[src/hw/rtl/bcmp_pkg.sv]
// Package with shared types and constants of the binomial coefficient block.
`timescale 1ns / 1ps
`default_nettype none
package bcmp_pkg;
	localparam int TABLE_DEPTH = 4096;
	localparam int IDX_W = $clog2(TABLE_DEPTH);
	localparam int DATA_W = 31;
	localparam int STEP_W = $clog2(DATA_W);
	localparam logic [DATA_W-1:0] MODULUS_RESET = 31'd1000000007;

	typedef struct packed {
		logic start;
		logic [DATA_W-1:0] a;
		logic [DATA_W-1:0] b;
	} mm_req_t;

	typedef struct packed {
		logic done;
		logic [DATA_W-1:0] p;
	} mm_rsp_t;

	typedef enum logic [4:0] {
		ST_FILL_INIT,
		ST_FILL_ZERO,
		ST_FILL_GO,
		ST_FILL_WAIT,
		ST_IDLE,
		ST_RD_N,
		ST_RD_A,
		ST_RD_B,
		ST_RD_LAST,
		ST_POW_GO,
		ST_POW_WAIT,
		ST_SQ_GO,
		ST_SQ_WAIT,
		ST_F1_GO,
		ST_F1_WAIT,
		ST_F2_GO,
		ST_F2_WAIT,
		ST_OUT
	} state_t;
endpackage
`default_nettype wire

[src/hw/rtl/bcmp_modmul.sv]
// Bit-serial modular multiplier: one bit of the first operand per cycle.
`timescale 1ns / 1ps
`default_nettype none
module bcmp_modmul (
	input  wire logic                       clk,
	input  wire logic                       arst_n,
	input  wire bcmp_pkg::mm_req_t          req,
	input  wire logic [bcmp_pkg::DATA_W-1:0] m,
	output bcmp_pkg::mm_rsp_t               rsp
);
	logic [bcmp_pkg::DATA_W-1:0] acc_q;
	logic [bcmp_pkg::DATA_W-1:0] a_q;
	logic [bcmp_pkg::DATA_W-1:0] b_q;
	logic [bcmp_pkg::STEP_W-1:0] cnt_q;
	logic                        busy_q;
	logic                        done_q;
	logic [bcmp_pkg::DATA_W:0]   dbl;
	logic [bcmp_pkg::DATA_W:0]   dbl_red;
	logic [bcmp_pkg::DATA_W:0]   sum;
	logic [bcmp_pkg::DATA_W:0]   sum_red;

	always_comb begin
		dbl = {acc_q, 1'b0};
		dbl_red = (dbl >= {1'b0, m}) ? dbl - {1'b0, m} : dbl;
		sum = dbl_red + (a_q[bcmp_pkg::DATA_W-1] ? {1'b0, b_q} : '0);
		sum_red = (sum >= {1'b0, m}) ? sum - {1'b0, m} : sum;
	end

	always_ff @(posedge clk or negedge arst_n) begin
		if (!arst_n) begin
			busy_q <= 1'b0;
			done_q <= 1'b0;
			cnt_q <= '0;
		end else begin
			done_q <= 1'b0;
			if (req.start) begin
				busy_q <= 1'b1;
				cnt_q <= '0;
			end else if (busy_q) begin
				cnt_q <= cnt_q + 1'b1;
				if (cnt_q == bcmp_pkg::STEP_W'(bcmp_pkg::DATA_W - 1)) begin
					busy_q <= 1'b0;
					done_q <= 1'b1;
				end
			end
		end
	end

	always_ff @(posedge clk) begin
		if (req.start) begin
			acc_q <= '0;
			a_q <= req.a;
			b_q <= req.b;
		end else if (busy_q) begin
			acc_q <= sum_red[bcmp_pkg::DATA_W-1:0];
			a_q <= {a_q[bcmp_pkg::DATA_W-2:0], 1'b0};
		end
	end

	assign rsp.done = done_q;
	assign rsp.p = acc_q;
endmodule
`default_nettype wire

[config.mk]
export PLATFORM = sky130hd
export DESIGN_NAME = bcmp_modmul
export DESIGN_NICKNAME = d
export VERILOG_FILES = /design/src/hw/rtl/bcmp_pkg.sv /design/src/hw/rtl/bcmp_modmul.sv
export SDC_FILE = /design/constraint.sdc
export NUM_CORES = 1
export LEC_CHECK = 0
export BUFFER_PORTS_ARGS = -buffer_cell sky130_fd_sc_hd__buf_2
export CORE_MARGIN = 2
export CORE_UTILIZATION = 45
export DETAILED_ROUTE_END_ITERATION = 16
export GPL_TIMING_DRIVEN = 0
export HOLD_SLACK_MARGIN = 0.08
export PLACE_DENSITY = 0.72
export SLEW_MARGIN = 20
export SYNTH_ARGS = -nofsm -noshare
export SYNTH_HDL_FRONTEND = slang
export SYNTH_SLANG_ARGS = --single-unit
[constraint.sdc]
create_clock -name clk -period 14.1 [get_ports clk]
set_input_delay 4.23 -clock clk [delete_from_list [all_inputs] [get_ports clk]]
set_output_delay 4.23 -clock clk [all_outputs]
set_load 0.02 [all_outputs]
After elaboration in Yosys (flattened, before gate mapping):

Index checks and enable logic that the tools add are counted.

* output and inout port bits: 32
* flip-flop bits (word level): 100

* mux-type cells: 13
* add/subtract/negate cells: 4
* magnitude comparators: 2
* reductions and logical operators: 1
* equal/unequal tests: 1

Operators with widths (count)
* $mux 31: 4
* $ge 32x31->1: 2
* $add 32x31->32: 1
* $mux 32: 1
* $sub 32x31->32: 1
* $sub 31x31->31: 1
* $mux 5: 2
* $mux 1: 6
* $add 5x1->5 const B: 1
* $eq 5x5->1 const B: 1
* $reduce_bool 2->1: 1

Logic depth before layout (Yosys ltp):

Gate-level depths: netlist of the first run.

* depth after elaboration: 5
* depth in mapped cells: 33
* gate-level depth less buffers: 30

Least setup slack after synthesis of the first run:

Ideal clock, no wire load.

* path kind: in2reg
* from: input m[1] (netlist bit)
* to: register acc_q[27] (netlist bit)
* path slack: 3.317 ns
* data required time: 14.012 ns
* setup time: 0.088 ns
* path buffers: 2
* stages on the path: 31
* data arrival time: 10.695 ns
* cell sequence: inv_1 > fa_1 > a211oi_1 > o211ai_1 > nand3b_1 > a31oi_2 > o21ai_2 > clkbuf_1 > clkbuf_1 > nor2_1 > ha_1 > inv_1 > fa_1 > nand2b_1 > a21oi_1 > o211ai_1 > a2111oi_0 > or3_1 > a311o_1 > a21oi_1 > xnor2_1 > ha_1 > and3_1 > o21a_1 > a211o_1 > a21o_1 > a41o_1 > a2111oi_2 > nor2_1 > or3_1 > a311oi_2

* word-level cells in the longest chain between the ends: 5
* elaborated cells on any way between the ends: 7
* those cells by class: 3 x add/sub; 2 x order compare; 2 x mux

Ends and longest elaborated chain
* from (decl): line bcmp_modmul.sv:8 `input wire logic [bcmp_pkg::DATA_W-1:0] m,`
* $sub 32x31->32 / $ge 32x31->1 (equally long branches): line bcmp_modmul.sv:24 `dbl_red = (dbl >= {1'b0, m}) ? dbl - {1'b0, m} : dbl;`
* $mux 32: line bcmp_modmul.sv:24
* $add 32x31->32: line bcmp_modmul.sv:25 `sum = dbl_red + (a_q[bcmp_pkg::DATA_W-1] ? {1'b0, b_q} : '0);`
* $sub 31x31->31 / $ge 32x31->1 (equally long branches): line bcmp_modmul.sv:26 `sum_red = (sum >= {1'b0, m}) ? sum - {1'b0, m} : sum;`
* $mux 31 (*): line bcmp_modmul.sv:26
* to (signal assigned): line bcmp_modmul.sv:55 `acc_q <= sum_red[bcmp_pkg::DATA_W-1:0];`
* to (decl): line bcmp_modmul.sv:11 `logic [bcmp_pkg::DATA_W-1:0] acc_q;`

Mark *: on every way between the ends. The rest lies on a longest branch, timed or not.
A chain may end at the register's enable or synchronous reset.

Worst setup path after layout of the first run:

* from: input m[17] (netlist bit)
* to: register acc_q[15] (netlist bit)

* word-level cells in the longest chain between the ends: 5
* elaborated cells on any way between the ends: 7
* those cells by class: 3 x add/sub; 2 x order compare; 2 x mux

Ends and longest elaborated chain (line)
* $sub 32x31->32 / $ge 32x31->1 (equally long branches): bcmp_modmul.sv:24
* $mux 32: bcmp_modmul.sv:24
* $add 32x31->32: bcmp_modmul.sv:25
* $ge 32x31->1 / $sub 31x31->31 (equally long branches): bcmp_modmul.sv:26
* $mux 31 (*): bcmp_modmul.sv:26

Marked as above.

==> results of run 1 <==
[cell usage in the layout (no fill, tap or decap), drive strengths merged, types with 5 or more instances in the layout]
cell    instances
dfrtp           7
and3            8
o21ai          68
inv            56
mux2           32
nand3          23
o21a           12
o21bai          6
clkbuf         35
a21oi          78
dfxtp          31
nor2b           9
a311oi         17
ha             95
a31oi          10
edfxtp         62
nor3           16
a211oi         25
o211ai          8
nand4          12
nor2           73
nand2b         15
and2           36
xor2           25
xnor2          51
o31ai           9
nand2         109
mux2i           7
buf           134
or3             8
a21o           36
o311ai          5
and4            5
[worst paths after layout]
| check | slack, ns | end | cells past startpoint | startpoint |
|---|---|---|---|---|
| worst min-delay path | 0.53 | acc_q[29] | 2 | acc_q[29] |
| min in group asynchronous | 3.68 | cnt_q[2] | 1 | arst_n |
| worst max register to register | 4.85 | acc_q[15] | 32 | acc_q[19] |
| worst min register to register | 0.53 | acc_q[29] | 2 | acc_q[29] |
| worst max-delay path | 1.24 | acc_q[15] | 34 | m[17] |
| max in group asynchronous | 10.26 | busy_q | 1 | arst_n |
[tightest hold or removal path: cells and delay by family, from the launching register on]
family	cells	cell delay (ns)
flip-flops	1	0.34
AND/OR/NAND/NOR	1	0.09
AO/OA/AOI/OAI	1	0.05
[power by group through the flow]
stage | Combinational (mW) | Sequential [mW] | Clock (mW)
CTS | 1.80 | 0.411 | 0.275
global route | 2.01 | 0.418 | 0.285
global placement | 1.77 | 0.417 | 0
finish | 1.83 | 0.413 | 0.273
floorplan | 1.38 | 0.436 | 0
detailed placement | 1.79 | 0.418 | 0
[registers in the layout (all words and copies together) (netlist names)]
signal	flops
cnt_q	5
done_q	1
acc_q	31
busy_q	1
b_q	31
a_q	31
[per-layer routing]
layer,up-vias,track usage [%]
met5,-,0
met4,0,8.70
met3,44,4.23
met2,273,38.7
met1,3977,33.8
li1,4181,-
[area by class of cell]
| class | count | area (sq um) |
|---|---|---|
| plain buffers | 33 | 149 |
| clock buffers | 9 | 225 |
| clock inverters | 7 | 83.8 |
| fillers | 1892 | 9670 |
| inverters | 52 | 195 |
| multi-input cells | 865 | 6280 |
| flip-flops and latches | 100 | 2660 |
| well taps | 270 | 338 |
| repair buffers | 127 | 636 |
[kinds of logic after synthesis]
kind of cell    Yosys count  synth area share, %
simple gates            333                 17.7
compound gates          319                 24.7
flops                   100                 28.6
fa+ha+maj                98                 13.5
buf+inv                  85                 3.71
xor+xnor                 76                 7.17
mux                      39                 4.64
[through the flow]
step,util (%),std cells,hold slack (ns)
final,52.2,1463,0.529
after floorplan,-,1050,0.505
after global routing,52.2,1463,0.571
after global placement,50.7,1447,0.514
after CTS,52.2,1463,0.531
after detailed placement,50.7,1447,0.518
==> flow_metrics.py, run 1 <==
metrics = {
    "placed_design": {
        "port_buffers": 127,
        "gp_congestion": 0.926,
        "dp_slack_ns": 1.11,
        "dpl-instance-area_sq_um": 10300,
        "place_hpwl_microns": 21100,
    },
    "sta": {
        "finalCritPeriodShare_pct": 91.2,
        "slew_headroom_pct": 41.0,
        "setup-violations-final": 0,
        "fin_setup_tns_ns": 0,
        "fmax_mhz": 77.8,
        "rsz0062_at_grt": "false",
        "clock_skew_ns": 0.0153,
        "timing.final.ws_setup_ns": 1.24,
        "tightest_slew_ns": 0.884,
        "drv_slew": 0,
        "fin_crit_ns": 12.86,
        "hold_viol": 0,
    },
    "run_status": {
        "status": "finished, final reports clean",
    },
    "logic_synthesis": {
        "mappedNetlistArea_sq_um": 9280,
        "synth_common_cells": "109 x nand2_1, 95 x ha_1, 78 x a21oi_1, 73 x nor2_1, 63 x o21ai_0",
        "synth_edf_count": 62,
        "netlist.area_leader.share_pct": 20.1,
        "synth_top_area_cell": "edfxtp_1",
        "ys.warnings.count": 0,
        "synth_seq_cells": 100,
        "async_flop_share_pct": 7.00,
        "synth.most_common_cell": "nand2_1",
        "synth_cell_type_count": 84,
        "synth_nets": 1244,
        "ys_seq_area_share_pct": 28.6,
        "synth.avg_cell_area_sq_um": 8.84,
        "postSynthCellCount": 1050,
        "synth_area_leaders": "edfxtp_1 20%, ha_1 13%, dfxtp_1 6.7%",
        "synthFlopType": "edfxtp_1",
    },
    "global_routing": {
        "grt_max_degree": 33,
        "grt_usage_pct": 24.5,
        "gr-total-overflow": 0,
        "grt_pass1_vias": 7954,
        "antenna_found_initial": 0,
        "grt_first_pass_wirelength_microns": 41700,
    },
    "worst_setup_path": {
        "cp_slowest_cell": "clkbuf_1",
        "critical_path_buf_inv_count": 6,
        "critPathCaptureType": "flop",
        "path_max_fanout": 10,
        "worstPathRequired_ns": 14.38,
        "crit_top_cell": "ha_1",
        "crit_family": "compound AO/OA/AOI/OAI gates",
        "crit_arrival_ns": 13.14,
        "path_class": "input port to flop",
        "crit_path_start_kind": "input port",
        "slowest_delay_ns": 0.69,
    },
    "detailed_routing": {
        "drcViolationCount": 0,
        "dr_wl_met2_microns": 12000,
        "ant_nets": 0,
        "wl_met3_microns": 1930,
        "drt-initial-drc-count": 592,
        "maxUsedRoutingLayer": "met4",
        "wl_per_cell_microns": 18.5,
        "finalWirelength_microns": 27000,
        "via_per_inst": 5.79,
        "firstDrtPassIters": 5,
        "drt-met1-wl_microns": 12400,
        "vias": 8475,
    },
    "floorplanning": {
        "fp-row-count": 52,
        "die_h_microns": 148,
        "start_util_pct": 45.9,
        "die_area_sq_um": 21800,
        "io_pins": 128,
        "die_w_microns": 148,
        "fp.coreArea_sq_um": 20200,
    },
    "clocking": {
        "cts_max_level": 3,
        "cts_setup_buffers": 0,
        "tritoncts": "done",
        "cts_hold_buf": 0,
        "cts_resized": 0,
        "clockBufferDepth": 2,
        "cts.clk_slew.worst_paths_ns": 0.09,
        "numCtsBuffers": 9,
        "cts.sinks": 100,
        "insertion_delay_ns": 0.37,
        "cts_root_buf": "clkbuf_16",
    },
    "flow_run": {
        "drv_cap": 0,
    },
    "min_path": {
        "min_path_type": "flop to flop",
    },
    "pwr": {
        "switching_power_mw": 1.27,
        "ir_worst_vdd_v": 0.000100,
        "combPwrFrac_pct": 72.8,
        "power.share.sequential_pct": 16.4,
        "intPower_mw": 1.25,
        "switching_share_pct": 50.3,
        "p_leak_nw": 4.77,
        "clkPwrFrac_pct": 10.8,
        "totalPowerFinal_mw": 2.52,
        "powerDensity_nw_per_um2": 239,
    },
    "layout": {
        "drive_above_1_share_pct": 18.4,
        "diodes": 0,
        "stdcell_area_sq_um": 10600,
        "fin_nets": 1382,
        "syn_to_final_growth_pct": 13.8,
    },
}
Power figures use the tool's default switching activity.
==> inputs of run 2 (changes only) <==
--- a/config.mk
+++ b/config.mk
@@ -5,13 +5,14 @@
 export SDC_FILE = /design/constraint.sdc
 export NUM_CORES = 1
 export LEC_CHECK = 0
-export BUFFER_PORTS_ARGS = -buffer_cell sky130_fd_sc_hd__buf_2
+export BUFFER_PORTS_ARGS = -buffer_cell sky130_fd_sc_hd__clkbuf_2
 export CORE_MARGIN = 2
 export CORE_UTILIZATION = 45
 export DETAILED_ROUTE_END_ITERATION = 16
 export GPL_TIMING_DRIVEN = 0
 export HOLD_SLACK_MARGIN = 0.08
 export PLACE_DENSITY = 0.72
+export RECOVER_POWER = 25
 export SLEW_MARGIN = 20
 export SYNTH_ARGS = -nofsm -noshare
 export SYNTH_HDL_FRONTEND = slang
==> constraint.sdc (replaced) <==
create_clock -name clk -period 13.4 [get_ports clk]
set_input_delay 4.02 -clock clk [delete_from_list [all_inputs] [get_ports clk]]
set_output_delay 4.02 -clock clk [all_outputs]
set_load 0.02 [all_outputs]
==> run 2 against run 1 <==
- the run now ends with capacitance limit, slew limit left
- sequential cell count is the same
- utilization is the same
- sequential share of layout area is the same
- hold slack gained 0.0076 ns
- combinational power grew 5%
- design area is the same
- first-iteration DRC count shrank 4.4%
- via count grew 0.59%
- clock-buffer cell count is the same
- critical path type unchanged
- critical endpoint is now acc_q[16]
- largest power group unchanged
==> flow_metrics.py, run 2 (synthesis results as in run 1) <==
metrics = {
    "run_status": {
        "status": "finished, violations left",
        "violations": "capacitance limit, slew limit",
    },
    "detailed_routing": {
        "firstDrtPassIters": 5,
        "ant_nets": 0,
        "dr_wl_met2_microns": 12200,
        "wl_per_cell_microns": 18.6,
        "finalWirelength_microns": 27200,
        "wl_met3_microns": 1840,
        "drcViolationCount": 0,
        "via_per_inst": 5.83,
        "drt-initial-drc-count": 566,
        "drt-met1-wl_microns": 12600,
        "maxUsedRoutingLayer": "met4",
        "vias": 8525,
    },
    "clocking": {
        "numCtsBuffers": 9,
        "cts_setup_buffers": 0,
        "cts_resized": 0,
        "tritoncts": "done",
        "cts_hold_buf": 0,
        "cts_max_level": 3,
        "insertion_delay_ns": 0.37,
        "cts.clk_slew.worst_paths_ns": 0.08,
        "cts_root_buf": "clkbuf_16",
        "cts.sinks": 100,
        "clockBufferDepth": 2,
    },
    "worst_setup_path": {
        "crit_end": "acc_q[16]",
        "worstPathRequired_ns": 13.68,
        "r2r-end": "acc_q[16]",
        "path_max_fanout": 10,
        "path_class": "input port to flop",
        "crit_path_start_kind": "input port",
        "reg2reg_from": "acc_q[19]",
        "r2r_slack_ns": 4.19,
        "reg2reg_depth": 32,
        "critPathCaptureType": "flop",
        "cp_slowest_cell": "clkbuf_1",
        "slowest_delay_ns": 0.69,
        "startpoint": "m[0]",
        "crit_arrival_ns": 12.89,
    },
    "sta": {
        "rsz0062_at_grt": "false",
        "fmax_mhz": 79.3,
        "slew_headroom_pct": -42.8,
        "hold_viol": 0,
        "clock_skew_ns": 0.0120,
        "fin_setup_tns_ns": 0,
        "setup-violations-final": 0,
        "tightest_slew_ns": 2.14,
        "drv_slew": 33,
        "finalCritPeriodShare_pct": 94.2,
        "fin_crit_ns": 12.62,
    },
    "layout": {
        "fillers": 1926,
        "reg_top3": "a_q (31), acc_q (31), b_q (31)",
        "final_common_cell": "clkbuf_2",
        "mostFrequentLayoutCells": "125 x clkbuf_2, 109 x nand2_1, 95 x ha_1",
        "diodes": 0,
        "final_util_pct": 52.2,
        "fin_nets": 1382,
        "syn_to_final_growth_pct": 13.8,
        "drive_above_1_share_pct": 18.3,
        "stdcell_area_sq_um": 10600,
    },
    "global_routing": {
        "grt_max_degree": 33,
        "grt_first_pass_wirelength_microns": 41800,
        "antenna_found_initial": 0,
        "grt_pass1_vias": 7928,
        "gr-total-overflow": 0,
        "grt_usage_pct": 24.5,
    },
    "pwr": {
        "clkPwrFrac_pct": 10.7,
        "totalPowerFinal_mw": 2.65,
        "intPower_mw": 1.32,
        "powerDensity_nw_per_um2": 251,
        "combPwrFrac_pct": 72.8,
        "switching_share_pct": 50.2,
        "ir_worst_vdd_v": 0.0000890,
        "switching_power_mw": 1.33,
        "power.share.sequential_pct": 16.4,
        "p_leak_nw": 4.77,
    },
    "floorplanning": {
        "start_util_pct": 45.9,
        "die_area_sq_um": 21800,
        "fp-row-count": 52,
        "die_h_microns": 148,
        "die_w_microns": 148,
        "fp.coreArea_sq_um": 20200,
        "io_pins": 128,
    },
    "placed_design": {
        "place_hpwl_microns": 21300,
        "port_buffers": 127,
        "dpl-instance-area_sq_um": 10300,
        "gp_congestion": 0.939,
    },
    "min_path": {
        "min_path_type": "flop to flop",
        "hp-start": "acc_q[20]",
    },
    "flow_run": {
        "drv_cap": 1,
    },
}
run 2: changes by cell type in the layout (fill, tap and decap cells not counted), sizes merged:
cell,delta
clkbuf,+127
buf,-127
run 2: per-stage QoR:
step                setup slack, ns  std cells  hold WS (ns)
floorplan                      2.83       1050         0.505
global placement              0.596       1447         0.515
detailed placement            0.618       1447         0.529
CTS                           0.935       1463         0.539
global route                  0.237       1463         0.564
finish                        0.784       1463         0.536
run 2: layer usage:
layer	vias to the layer above	track usage, %
met1	4029	34.5
met2	279	38.7
met4	0	7.16
met5	-	0
met3	38	4.44
li1	4179	-
run 2: power by group through the flow:
| stage | clock [mW] | combinational [mW] | sequential, mW |
|---|---|---|---|
| finish | 0.284 | 1.93 | 0.435 |
| global route | 0.295 | 2.12 | 0.441 |
| CTS | 0.288 | 1.90 | 0.434 |
| detailed placement | 0 | 1.89 | 0.440 |
| global placement | 0 | 1.87 | 0.439 |
| floorplan | 0 | 1.45 | 0.459 |
run 2: worst min path at each step:
stage	to	slack, ns	depth (start not counted)
6_report	acc_q[20]	0.54	2
5_1_grt	acc_q[29]	0.56	2
4_1_cts	acc_q[20]	0.54	2
3_5_place_dp	acc_q[20]	0.53	2
3_3_place_gp	acc_q[29]	0.52	2
2_1_floorplan	cnt_q[4]	0.50	2
run 2: area by class of cell:
type,count,area (sq um),share of cell area [%]
Buffer,33,149,1.41
Clock buffer,9,225,2.13
Clock inverter,7,86.3,0.817
Inverter,52,195,1.85
Multi-Input combinational cell,865,6280,59.4
Sequential cell,100,2660,25.2
Tap cell,270,338,3.20
Timing Repair Buffer,127,633,5.99
run 2: worst max-delay path, delay by kind of cell:
kind | cells | cell delay [ns]
xor+xnor | 1 | 0.17
simple gates | 8 | 1.77
compound gates | 15 | 3.75
buf+inv | 6 | 1.94
fa+ha+maj | 4 | 1.25
==> inputs of run 3 (changes only) <==
--- a/config.mk
+++ b/config.mk
@@ -6,6 +6,7 @@
 export NUM_CORES = 1
 export LEC_CHECK = 0
 export BUFFER_PORTS_ARGS = -buffer_cell sky130_fd_sc_hd__clkbuf_2
+export CORE_ASPECT_RATIO = 1.4
 export CORE_MARGIN = 2
 export CORE_UTILIZATION = 45
 export DETAILED_ROUTE_END_ITERATION = 16
==> run 3 against run 2 <==
- the run still ends with capacitance limit, slew limit left
- sequential share of layout area hardly changed
- via count is 0.59% higher
- sequential cell count stayed put
- non-clock buffer count stayed put
- routed wire length is 0.88% lower
- critical path depth stayed put
- critical endpoint is now acc_q[15]
- largest cell class unchanged
- largest power group unchanged
- highest routed layer unchanged
==> flow_metrics.py, run 3 (synthesis results as in run 1) <==
metrics = {
    "run_status": {
        "violations": "capacitance limit, slew limit",
        "status": "finished, violations left",
    },
    "worst_setup_path": {
        "critPathCaptureType": "flop",
        "crit_path_start_kind": "input port",
        "crit_arrival_ns": 13.01,
        "cp_slowest_cell": "clkbuf_1",
        "r2r_slack_ns": 4.17,
        "slowest_delay_ns": 0.72,
        "path_class": "input port to flop",
        "path_max_fanout": 10,
        "worstPathRequired_ns": 13.68,
    },
    "detailed_routing": {
        "drcViolationCount": 0,
        "maxUsedRoutingLayer": "met4",
        "finalWirelength_microns": 26900,
        "firstDrtPassIters": 5,
        "drt-initial-drc-count": 739,
        "wl_per_cell_microns": 18.6,
        "vias": 8575,
        "wl_met3_microns": 1260,
        "via_per_inst": 5.92,
        "drt-met1-wl_microns": 10700,
        "ant_nets": 0,
        "dr_wl_met2_microns": 13800,
    },
    "sta": {
        "whs_ns": 0.536,
        "setup-violations-final": 0,
        "clock_skew_ns": 0.0115,
        "fmax_mhz": 78.6,
        "slew_headroom_pct": -40.6,
        "rsz0062_at_grt": "false",
        "finalCritPeriodShare_pct": 95.0,
        "fin_crit_ns": 12.73,
        "fin_setup_tns_ns": 0,
        "drv_slew": 33,
        "tightest_slew_ns": 2.11,
        "hold_viol": 0,
    },
    "layout": {
        "diodes": 0,
        "final_common_cell": "clkbuf_2",
        "fin_nets": 1382,
        "reg_top3": "a_q (31), acc_q (31), b_q (31)",
        "mostFrequentLayoutCells": "125 x clkbuf_2, 109 x nand2_1, 95 x ha_1",
        "drive_above_1_share_pct": 18.3,
        "syn_to_final_growth_pct": 13.6,
    },
    "pwr": {
        "switching_power_mw": 1.32,
        "clkPwrFrac_pct": 10.6,
        "power.share.sequential_pct": 16.5,
        "ir_worst_vdd_v": 0.000105,
        "powerDensity_nw_per_um2": 250,
        "intPower_mw": 1.32,
        "p_leak_nw": 4.77,
        "switching_share_pct": 50.1,
        "combPwrFrac_pct": 73.0,
    },
    "clocking": {
        "cts_resized": 0,
        "cts.clk_slew.worst_paths_ns": 0.08,
        "cts_setup_buffers": 0,
        "numCtsBuffers": 9,
        "cts_root_buf": "clkbuf_16",
        "clockBufferDepth": 2,
        "tritoncts": "done",
        "cts_hold_buf": 0,
        "cts.sinks": 100,
        "cts_max_level": 3,
        "insertion_delay_ns": 0.37,
    },
    "floorplanning": {
        "die_h_microns": 174,
        "die_area_sq_um": 21800,
        "fp-row-count": 62,
        "io_pins": 128,
        "start_util_pct": 45.5,
        "fp.coreArea_sq_um": 20400,
        "die_w_microns": 125,
    },
    "global_routing": {
        "antenna_found_initial": 0,
        "grt_first_pass_wirelength_microns": 42500,
        "grt_max_degree": 33,
        "grt_pass1_vias": 8369,
        "gr-total-overflow": 0,
        "grt_usage_pct": 24.4,
    },
    "flow_run": {
        "drv_cap": 1,
    },
    "placed_design": {
        "port_buffers": 127,
        "place_hpwl_microns": 21400,
        "gp_congestion": 0.940,
    },
    "min_path": {
        "min_path_type": "flop to flop",
    },
}
==> run 3: layout make-up <==
| class | count | area, sq um |
|---|---|---|
| plain buffers | 33 | 149 |
| repair buffers | 127 | 633 |
| flip-flops and latches | 100 | 2660 |
| inverters | 52 | 195 |
| fillers | 1978 | 9860 |
| clock inverters | 7 | 83.8 |
| clock buffers | 9 | 225 |
| well taps | 256 | 320 |
| multi-input cells | 865 | 6280 |
==> run 3: per-layer routing <==
layer	global-route usage, %	up-vias
met5	0	-
met4	11.7	0
met3	3.57	63
met2	44.7	268
met1	27.4	4077
li1	-	4167
==> run 3: power by group through the flow <==
stage / combinational, mW / clock (mW) / sequential (mW)
after floorplan: 1.45 / 0 / 0.459
after global placement: 1.86 / 0 / 0.440
after CTS: 1.90 / 0.280 / 0.434
after detailed placement: 1.88 / 0 / 0.440
final: 1.92 / 0.279 / 0.435
after global routing: 2.11 / 0.290 / 0.440
==> run 3: final timing paths <==
| path | depth (start not counted) | end | startpoint |
|---|---|---|---|
| hold reg to reg | 2 | acc_q[29] | acc_q[29] |
| setup / recovery | 34 | acc_q[15] | m[0] |
| setup reg to reg | 32 | acc_q[15] | acc_q[19] |
| max in group asynchronous | 1 | cnt_q[0] | arst_n |
| min in group asynchronous | 1 | busy_q | arst_n |
| hold / removal | 2 | acc_q[29] | acc_q[29] |
==> run 3: worst max-delay path, delay by kind of cell <==
kind / cells / cell delay (ns)
AOI/OAI and AO/OA: 15 / 3.90
xor gates and xnor gates: 1 / 0.17
adders and majority gates: 4 / 1.27
buffers and inverters: 6 / 1.89
and+or+nand+nor: 8 / 1.73
==> run 3: through the flow <==
| stage | setup slack (ns) | std cells | power, mW | instance area (sq um) | utilization, % |
|---|---|---|---|---|---|
| detailed placement | 0.511 | 1433 | 2.32 | 10200 | 50.2 |
| floorplan | 2.83 | 1050 | 1.91 | 9280 | - |
| global placement | 0.475 | 1433 | 2.30 | 10200 | 50.2 |
| finish | 0.672 | 1449 | 2.64 | 10500 | 51.7 |
| CTS | 0.795 | 1449 | 2.61 | 10500 | 51.7 |
| global route | 0.286 | 1449 | 2.84 | 10500 | 51.7 |
